## src/hdl/lurc_pkg.sv

```systemverilog
// Package for the least-used replacement cache.
// Holds the opcode type, the wave record that travels along the cell row
// and the write-port record. No dependencies.
package lurc_pkg;

    localparam int TAG_W = 64;
    localparam int PAY_W = 26;
    localparam int CNT_W = 16;
    localparam logic [CNT_W-1:0] CNT_MAX = {CNT_W{1'b1}};

    typedef enum logic
    {
        OP_LOOKUP = 1'b0,
        OP_INSERT = 1'b1
    } op_t;

    // One request as it sweeps the row, plus what it has found so far.
    typedef struct packed
    {
        logic             valid;
        op_t              op;
        logic [TAG_W-1:0] tag;
        logic [PAY_W-1:0] payload;
        logic             done;
        logic [PAY_W-1:0] hit_pay;
        logic [CNT_W-1:0] best_cnt;
    } wave_t;

    // Replacement write broadcast to the row; the slot index travels beside it.
    typedef struct packed
    {
        logic             en;
        logic [TAG_W-1:0] tag;
        logic [PAY_W-1:0] payload;
    } evict_wr_t;

endpackage

```

## src/hdl/lurc_req_if.sv

```systemverilog
// Request channel of the least-used replacement cache.
// Valid/ready handshake with the request fields; uses lurc_pkg widths.
interface lurc_req_if;
    logic                          valid;
    logic                          ready;
    logic                          opcode;
    logic [lurc_pkg::TAG_W-1:0]    key_tag;
    logic [lurc_pkg::PAY_W-1:0]    payload;

    modport source (output valid, output opcode, output key_tag, output payload,
                    input ready);
    modport sink (input valid, input opcode, input key_tag, input payload,
                  output ready);
endinterface

```

## src/hdl/lurc_rsp_if.sv

```systemverilog
// Response channel of the least-used replacement cache.
// Valid/ready handshake with the result fields; uses lurc_pkg widths.
interface lurc_rsp_if;
    logic                          valid;
    logic                          ready;
    logic                          hit;
    logic [lurc_pkg::PAY_W-1:0]    hit_payload;
    logic                          evicted;

    modport source (output valid, output hit, output hit_payload, output evicted,
                    input ready);
    modport sink (input valid, input hit, input hit_payload, input evicted,
                  output ready);
endinterface

```

## src/hdl/lurc_cell.sv

```systemverilog
// One slot of the cache row: tag, payload, valid bit and use counter.
// Processes the passing request wave and hands it to the next cell.
// Depends on lurc_pkg.
module lurc_cell #(
    parameter int IDX     = 0,
    parameter int IW      = 4
) (
    input  logic              clk,
    input  logic              rst_n,
    input  lurc_pkg::wave_t   wave_in,
    input  logic [IW-1:0]     best_idx_in,
    output lurc_pkg::wave_t   wave_out,
    output logic [IW-1:0]     best_idx_out,
    input  lurc_pkg::evict_wr_t evict_wr,
    input  logic [IW-1:0]     evict_idx
);
    import lurc_pkg::*;

    localparam logic [IW-1:0] MY_IDX = IW'(IDX);

    logic [TAG_W-1:0] tag_reg, tag_next;
    logic [PAY_W-1:0] pay_reg, pay_next;
    logic             valid_reg, valid_next;
    logic [CNT_W-1:0] cnt_reg, cnt_next;
    wave_t            wave_reg, wave_next;
    logic [IW-1:0]    idx_reg, idx_next;

    // Slot update and wave hand-off.
    always_comb
    begin
        tag_next   = tag_reg;
        pay_next   = pay_reg;
        valid_next = valid_reg;
        cnt_next   = cnt_reg;
        wave_next  = wave_in;
        idx_next   = best_idx_in;

        if (wave_in.valid)
        begin
            if (wave_in.op == OP_LOOKUP)
            begin
                // The first valid match on the row answers the lookup.
                if (!wave_in.done && valid_reg && (tag_reg == wave_in.tag))
                begin
                    wave_next.done    = 1'b1;
                    wave_next.hit_pay = pay_reg;
                    if (cnt_reg != CNT_MAX)
                    begin
                        cnt_next = cnt_reg + 1'b1;
                    end
                end
            end
            else
            begin
                // Track the least-used slot in case the row turns out full.
                if ((IDX == 0) || (cnt_reg < wave_in.best_cnt))
                begin
                    wave_next.best_cnt = cnt_reg;
                    idx_next           = MY_IDX;
                end
                // Slots fill in order, so the first empty slot takes the insert.
                if (!wave_in.done && !valid_reg)
                begin
                    tag_next       = wave_in.tag;
                    pay_next       = wave_in.payload;
                    valid_next     = 1'b1;
                    cnt_next       = '0;
                    wave_next.done = 1'b1;
                end
            end
        end

        // Replacement write chosen after the sweep of a full row.
        if (evict_wr.en && (evict_idx == MY_IDX))
        begin
            tag_next   = evict_wr.tag;
            pay_next   = evict_wr.payload;
            valid_next = 1'b1;
            cnt_next   = '0;
        end
    end

    // Slot contents need no reset; they are read only when valid.
    always_ff @(posedge clk)
    begin
        tag_reg <= tag_next;
        pay_reg <= pay_next;
        idx_reg <= idx_next;
    end

    always_ff @(posedge clk or negedge rst_n)
    begin
        if (!rst_n)
        begin
            valid_reg <= 1'b0;
            cnt_reg   <= '0;
            wave_reg  <= '0;
        end
        else
        begin
            valid_reg <= valid_next;
            cnt_reg   <= cnt_next;
            wave_reg  <= wave_next;
        end
    end

    assign wave_out     = wave_reg;
    assign best_idx_out = idx_reg;

endmodule

```

## src/hdl/least_used_replacement_cache_core.sv

```systemverilog
// Top level of the least-used replacement cache: request intake, the cell
// row and the response register. Depends on lurc_pkg, lurc_req_if,
// lurc_rsp_if and lurc_cell.
//
// Usage:
//   req carries opcode (lookup or insert), key_tag and payload; rsp returns
//   hit, hit_payload and evicted, one transfer per request, in order.
//   A request sweeps the row of ENTRIES cells, one cell per cycle. Lookups
//   are answered by the lowest matching valid cell, whose use counter then
//   saturates upward. Inserts fill the first empty cell; on a full row the
//   sweep also finds the lowest-index cell with the smallest count, which
//   is overwritten when the result moves into the response register.
//   The result passes the cell registers, the holding register and the
//   response register before rsp.valid rises. A single wave walks the cell
//   row, so req.ready is low while a request is in the row.
//   Reset clears all valid bits and counters; the cache starts empty.
//   A stalled receiver holds the response register; a finished sweep waits
//   in a holding register, and the next request is taken only once that
//   result has moved into the response register.
module least_used_replacement_cache_core #(
    parameter int ENTRIES = 10
) (
    input  logic clk,
    input  logic rst_n,
    lurc_req_if.sink   req,
    lurc_rsp_if.source rsp
);
    import lurc_pkg::*;

    localparam int IW = (ENTRIES > 1) ? $clog2(ENTRIES) : 1;

    wave_t         wave     [ENTRIES+1];
    logic [IW-1:0] best_idx [ENTRIES+1];
    evict_wr_t     evict_wr;

    logic          busy_reg, busy_next;
    logic          pend_vld_reg, pend_vld_next;
    wave_t         pend_reg, pend_next;
    logic [IW-1:0] pend_idx_reg, pend_idx_next;
    logic          out_vld_reg, out_vld_next;
    logic          hit_reg, hit_next;
    logic [PAY_W-1:0] hpay_reg, hpay_next;
    logic          evicted_reg, evicted_next;

    logic          accept;
    logic          finish;

    assign req.ready = !busy_reg;
    assign accept    = req.valid && !busy_reg;
    assign finish    = pend_vld_reg && (!out_vld_reg || rsp.ready);

    // Launch a new wave into the first cell on a request transfer.
    always_comb
    begin
        wave[0].valid    = accept;
        wave[0].op       = op_t'(req.opcode);
        wave[0].tag      = req.key_tag;
        wave[0].payload  = req.payload;
        wave[0].done     = 1'b0;
        wave[0].hit_pay  = '0;
        wave[0].best_cnt = CNT_MAX;
        best_idx[0]      = '0;
    end

    // The cell row.
    for (genvar i = 0; i < ENTRIES; i++)
    begin : g_cell
        lurc_cell #(
            .IDX     (i),
            .IW      (IW)
        ) u_cell (
            .clk          (clk),
            .rst_n        (rst_n),
            .wave_in      (wave[i]),
            .best_idx_in  (best_idx[i]),
            .wave_out     (wave[i+1]),
            .best_idx_out (best_idx[i+1]),
            .evict_wr     (evict_wr),
            .evict_idx    (pend_idx_reg)
        );
    end

    // Replacement write for an insert that found no empty slot.
    always_comb
    begin
        evict_wr.en      = finish && (pend_reg.op == OP_INSERT) && !pend_reg.done;
        evict_wr.tag     = pend_reg.tag;
        evict_wr.payload = pend_reg.payload;
    end

    // Holding register, response register and busy flag.
    always_comb
    begin
        busy_next     = busy_reg;
        pend_vld_next = pend_vld_reg;
        pend_next     = pend_reg;
        pend_idx_next = pend_idx_reg;
        out_vld_next  = out_vld_reg;
        hit_next      = hit_reg;
        hpay_next     = hpay_reg;
        evicted_next  = evicted_reg;

        if (accept)
        begin
            busy_next = 1'b1;
        end

        if (wave[ENTRIES].valid)
        begin
            pend_vld_next = 1'b1;
            pend_next     = wave[ENTRIES];
            pend_idx_next = best_idx[ENTRIES];
        end

        if (out_vld_reg && rsp.ready)
        begin
            out_vld_next = 1'b0;
        end

        if (finish)
        begin
            pend_vld_next = 1'b0;
            busy_next     = 1'b0;
            out_vld_next  = 1'b1;
            if (pend_reg.op == OP_LOOKUP)
            begin
                hit_next     = pend_reg.done;
                hpay_next    = pend_reg.done ? pend_reg.hit_pay : '0;
                evicted_next = 1'b0;
            end
            else
            begin
                hit_next     = 1'b0;
                hpay_next    = '0;
                evicted_next = !pend_reg.done;
            end
        end
    end

    always_ff @(posedge clk)
    begin
        pend_reg     <= pend_next;
        pend_idx_reg <= pend_idx_next;
        hit_reg      <= hit_next;
        hpay_reg     <= hpay_next;
        evicted_reg  <= evicted_next;
    end

    always_ff @(posedge clk or negedge rst_n)
    begin
        if (!rst_n)
        begin
            busy_reg     <= 1'b0;
            pend_vld_reg <= 1'b0;
            out_vld_reg  <= 1'b0;
        end
        else
        begin
            busy_reg     <= busy_next;
            pend_vld_reg <= pend_vld_next;
            out_vld_reg  <= out_vld_next;
        end
    end

    assign rsp.valid       = out_vld_reg;
    assign rsp.hit         = hit_reg;
    assign rsp.hit_payload = hpay_reg;
    assign rsp.evicted     = evicted_reg;

endmodule

```

## src/flat_wrapper.sv

```systemverilog
// flat-port wrapper written by rule: the top's interface ports become plain ports
module least_used_replacement_cache_core_flat import lurc_pkg::*;
#(
    parameter int ENTRIES = 10
)
  (clk, rst_n, req_valid, req_opcode, req_key_tag, req_payload, req_ready, rsp_valid, rsp_hit, rsp_hit_payload, rsp_evicted, rsp_ready);
  lurc_req_if req_i ();
  lurc_rsp_if rsp_i ();
  input  logic clk;
  input  logic rst_n;
  input wire logic [$bits(req_i.valid)-1:0] req_valid;
  input wire logic [$bits(req_i.opcode)-1:0] req_opcode;
  input wire logic [$bits(req_i.key_tag)-1:0] req_key_tag;
  input wire logic [$bits(req_i.payload)-1:0] req_payload;
  output wire logic [$bits(req_i.ready)-1:0] req_ready;
  output wire logic [$bits(rsp_i.valid)-1:0] rsp_valid;
  output wire logic [$bits(rsp_i.hit)-1:0] rsp_hit;
  output wire logic [$bits(rsp_i.hit_payload)-1:0] rsp_hit_payload;
  output wire logic [$bits(rsp_i.evicted)-1:0] rsp_evicted;
  input wire logic [$bits(rsp_i.ready)-1:0] rsp_ready;
  assign req_i.valid = req_valid;
  assign req_i.opcode = req_opcode;
  assign req_i.key_tag = req_key_tag;
  assign req_i.payload = req_payload;
  assign req_ready = req_i.ready;
  assign rsp_valid = rsp_i.valid;
  assign rsp_hit = rsp_i.hit;
  assign rsp_hit_payload = rsp_i.hit_payload;
  assign rsp_evicted = rsp_i.evicted;
  assign rsp_i.ready = rsp_ready;
  least_used_replacement_cache_core #(.ENTRIES(ENTRIES)) u_core (.clk(clk), .rst_n(rst_n), .req(req_i), .rsp(rsp_i));
endmodule
```

## config.mk

```make
export PLATFORM = sky130hd
export DESIGN_NAME = least_used_replacement_cache_core_flat
export DESIGN_NICKNAME = d
export VERILOG_FILES = /design/src/hdl/lurc_pkg.sv /design/src/hdl/lurc_req_if.sv /design/src/hdl/lurc_rsp_if.sv /design/src/hdl/lurc_cell.sv /design/src/hdl/least_used_replacement_cache_core.sv /design/src/flat_wrapper.sv
export SDC_FILE = /design/constraint.sdc
export NUM_CORES = 2
export LEC_CHECK = 0
export ABC_AREA = 1
export BUFFER_PORTS_ARGS = -buffer_cell sky130_fd_sc_hd__buf_2
export CELL_PAD_IN_SITES_DETAIL_PLACEMENT = 1
export CELL_PAD_IN_SITES_GLOBAL_PLACEMENT = 2
export CORE_ASPECT_RATIO = 0.8
export CORE_MARGIN = 2
export CORE_UTILIZATION = 40
export DETAILED_ROUTE_END_ITERATION = 8
export HOLD_SLACK_MARGIN = 0.12
export PLACE_DENSITY_LB_ADDON = 0.1
export SLEW_MARGIN = 20
export SYNTH_ARGS = -nofsm -noshare
export SYNTH_HDL_FRONTEND = slang
export SYNTH_SLANG_ARGS = --single-unit
```

## constraint.sdc

```tcl
create_clock -name clk -period 9.7 [get_ports clk]
set_input_delay 1.94 -clock clk [delete_from_list [all_inputs] [get_ports clk]]
set_output_delay 1.94 -clock clk [all_outputs]
set_load 0.02 [all_outputs]
```

==> run_results.csv <==
group,metric,value,unit
outcome,status,"finished clean",
cells_and_area,finalNetCount,11107,
setup_path,slowest_stage,"buf_4",
job,max_cap_violations,0,
clock_tree,cts_resized,0,
floorplan,ios,125,
timing,worstMarginPinSlew,1.22,ns
routing,firstDrtPassIters,6,
floorplan,rows,170,
routing,antenna_left,0,
clock_tree,clkTransAtPathRegs,0.06,ns
clock_tree,cts.path.max_buffers,4,
grt,grt_pass1_vias,78621,
power_and_ir_drop,swShare,0.288,
setup_path,path_buf_inv,5,
floorplan,die_w,584,um
grt,antenna_found_initial,102,
clock_tree,cts_root_buffer,"clkbuf_16",
timing,holdWs,0.362,ns
grt,grt_pass1_wl,583,mm
setup_path,critical_path.startpoint_type,"primary input",
timing,min_period_over_period,0.588,
worst_hold_path,worst_hold_path_type,"flip-flop to flip-flop",
setup_path,critical_path.most_common_cell,"buf_4",
power_and_ir_drop,power.density,224,nW/um2
synth,syn-num-nets,10908,
power_and_ir_drop,clock_power_share,0.410,
setup_path,end_kind,"flip-flop",
synth,syn_avg_cell_area,10.1,um2
timing,min_period,5.70,ns
synth,synthArstFlopShare,0.584,
clock_tree,clkLatencyLatePin,0.90,ns
setup_path,worstPathRequired,10.18,ns
synth,synth_cell_types,66,
routing,drt_iter0_markers,9176,
timing,slew_violations,0,
synth,syn_inst,10668,
floorplan,initial_core_util,0.401,
cells_and_area,largest_register_ff_count,1334,
clock_tree,cts_tree,"built",
power_and_ir_drop,p_int,19.5,mW
power_and_ir_drop,p_leak,55.3,nW
synth,ys.flop_type,"dfrtp_1",
placement,place_area,112000,um2
timing,tns,0,ns
synth,synth-seq-cells,2582,
routing,wl_per_cell,28.0,um
synth,yosysSeqAreaShare,0.649,
timing,fin_worst_skew,0.0561,ns
floorplan,core,268000,um2
cells_and_area,drive_above_1_share,0.0788,
synth,ys.warnings.count,0,
synth,synth_top_cell_area_share,0.351,
setup_path,slowest_delay,0.79,ns
synth,synth-edff-count,1050,
power_and_ir_drop,power.switching,7.86,mW
synth,synth_largest_area_cell,"dfrtp_1",
grt,grt_util_all_layers,0.300,
floorplan,die_y,468,um
placement,gp_congestion,0.930,
setup_path,worstSetupPathType,"primary input to flip-flop",
placement,portBuffers,124,
setup_path,cp_cell_sequence,"buf_2 > inv_2 > a21oi_4 > nand2_4 > nor3_4 > buf_4 > nor2_1 > nor3_4 > buf_4 > buf_4",
clock_tree,postCtsSetupBuffers,0,
timing,rsz0062_at_grt,"false",
routing,vias,79567,
synth,syn-cell-area,107000,um2
cells_and_area,fin_area,122000,um2
clock_tree,cts.sinks,2582,
power_and_ir_drop,irDropWorstVdd,0.000126,V
cells_and_area,syn_to_final_growth,13.3,%
placement,pre_cts_slack,3.01,ns
setup_path,crit_fanout,94,
grt,grt_max_degree,172,
grt,grt-ovfl-total,0,
routing,drc,0,
setup_path,cp_top_family,"buffers and inverters",
placement,place_hpwl,307,mm
cells_and_area,n_fill_cell,29520,
routing,vias_per_cell,5.43,
clock_tree,numCtsBuffers,283,
timing,slew_headroom,0.185,
routing,wirelength,411,mm
clock_tree,clock_tree.htree_level_count,5,
timing,setup_viol,0,
timing,hold_violations,0,
clock_tree,postCtsHoldBufs,0,
setup_path,worstPathArrival,6.18,ns
timing,setup_slack,4.00,ns
power_and_ir_drop,combPwrFrac,0.115,
synth,netlist_top_cells_area,"dfrtp_1 (35%), edfxtp_1 (29%), nand2_1 (10%)",
power_and_ir_drop,seqPwrFrac,0.474,
timing,max_freq,175,MHz
floorplan,dieArea,273000,um2
[layout make-up]
class,instances,area (um2),share of cell area
tap,3526,4410,0.0362
inverter,1243,4680,0.0384
sequential,2582,69700,0.572
clock buffer,405,8300,0.0681
multi-input combinational,6512,31800,0.261
clock inverter,109,1200,0.00987
timing repair buffer,245,1640,0.0134
antenna,41,103,0.000842
[cells by family (layout without fill, tap and decap cells)]
| kind of cell | Yosys count | after routing | synth area share |
|---|---|---|---|
| and+or+nand+nor | 4607 | 4607 | 0.182 |
| DFF | 2582 | 2582 | 0.649 |
| buffers and inverters | 1574 | 2002 | 0.0569 |
| AOI/OAI and AO/OA | 1432 | 1432 | 0.0691 |
| xor gates and xnor gates | 327 | 327 | 0.0266 |
| adders and majority gates | 145 | 145 | 0.0169 |
| muxes | 1 | 1 | 0.000209 |
| other | 0 | 41 | 0 |
[placed cells by master, fill, tap and decap left out, drive strengths merged, types with 5 or more instances in the layout]
master | synthesis | final
a211oi | 12 | 12
buf | 117 | 245
nand3 | 368 | 368
o21ai | 1243 | 1243
nor2 | 620 | 620
o211ai | 5 | 5
inv | 1239 | 1251
xor2 | 162 | 162
clkinvlp | 0 | 6
xnor2 | 165 | 165
a21oi | 105 | 105
nand2 | 3000 | 3000
dfrtp | 1507 | 1507
bufinv | 0 | 20
edfxtp | 1050 | 1050
nor3b | 20 | 20
nand3b | 19 | 19
o22ai | 44 | 44
diode | 0 | 41
nor4 | 25 | 25
clkbuf | 214 | 405
clkinv | 4 | 75
or2 | 64 | 64
nor3 | 156 | 156
ha | 145 | 145
dfxtp | 25 | 25
nand4 | 321 | 321
[power groups by stage]
| stage | sequential (mW) | combinational [mW] | clock [mW] |
|---|---|---|---|
| after global routing | 13.0 | 3.45 | 11.8 |
| after floorplan | 12.9 | 1.46 | 0 |
| after CTS | 12.9 | 3.12 | 11.4 |
| final | 13.0 | 3.16 | 11.2 |
| after detailed placement | 13.2 | 3.10 | 0 |
| after global placement | 13.1 | 3.01 | 0 |
[metal layers]
metal  routed length (um)  vias up  GRT usage
met5                   21        -          0
met4                 9860        4     0.0729
met3                39000      493     0.0616
met2               164000     3240      0.407
met1               198000    40511      0.480
li1                     -    35319          -
[cell usage after synthesis, types with 100 or more instances]
library cell	n
xnor2_1	165
inv_1	1226
clkbuf_1	214
ha_1	145
dfrtp_1	1507
edfxtp_1	1050
nand4_1	320
nor2_1	596
xor2_1	162
o21ai_0	1219
nand3_1	362
nor3_1	146
a21oi_1	100
nand2_1	2975
[worst reg2reg max path, stage by stage (launching register included)]
cell and delay [ns]:
dfrtp_1 0.42, a21oi_4 0.79, nand2_4 0.31, nor3_4 0.20
buf_4 0.69, nor2_1 0.49, nor3_4 0.27, buf_4 0.53
buf_4 0.80
[per-stage QoR]
stage / cells / utilization / total power, mW
2_1_floorplan: 10668 / - / 14.3
3_3_place_gp: 14108 / 0.419 / 16.1
3_5_place_dp: 14108 / 0.419 / 16.3
4_1_cts: 14622 / 0.455 / 27.4
5_1_grt: 14625 / 0.455 / 28.3
6_report: 14663 / 0.455 / 27.3
[path summary, 6_finish.rpt]
path                                                    endpoint                            startpoint  cells past startpoint  slack (ns)
setup reg to reg              u_core.g_cell[7].u_cell.tag_reg[9]                      u_core.rsp.valid                      8        4.78
min in group asynchronous  u_core.g_cell[6].u_cell.wave_out[103]                                 rst_n                      1        0.92
setup / recovery              u_core.g_cell[7].u_cell.tag_reg[9]                             rsp_ready                     10        4.00
hold reg to reg             u_core.g_cell[4].u_cell.wave_out[57]  u_core.g_cell[3].u_cell.wave_out[57]                      0        0.36
hold / removal              u_core.g_cell[4].u_cell.wave_out[57]  u_core.g_cell[3].u_cell.wave_out[57]                      0        0.36
max in group asynchronous   u_core.g_cell[0].u_cell.wave_out[97]                                 rst_n                      3        6.46
No activity file was read; power rests on OpenSTA's default activity.
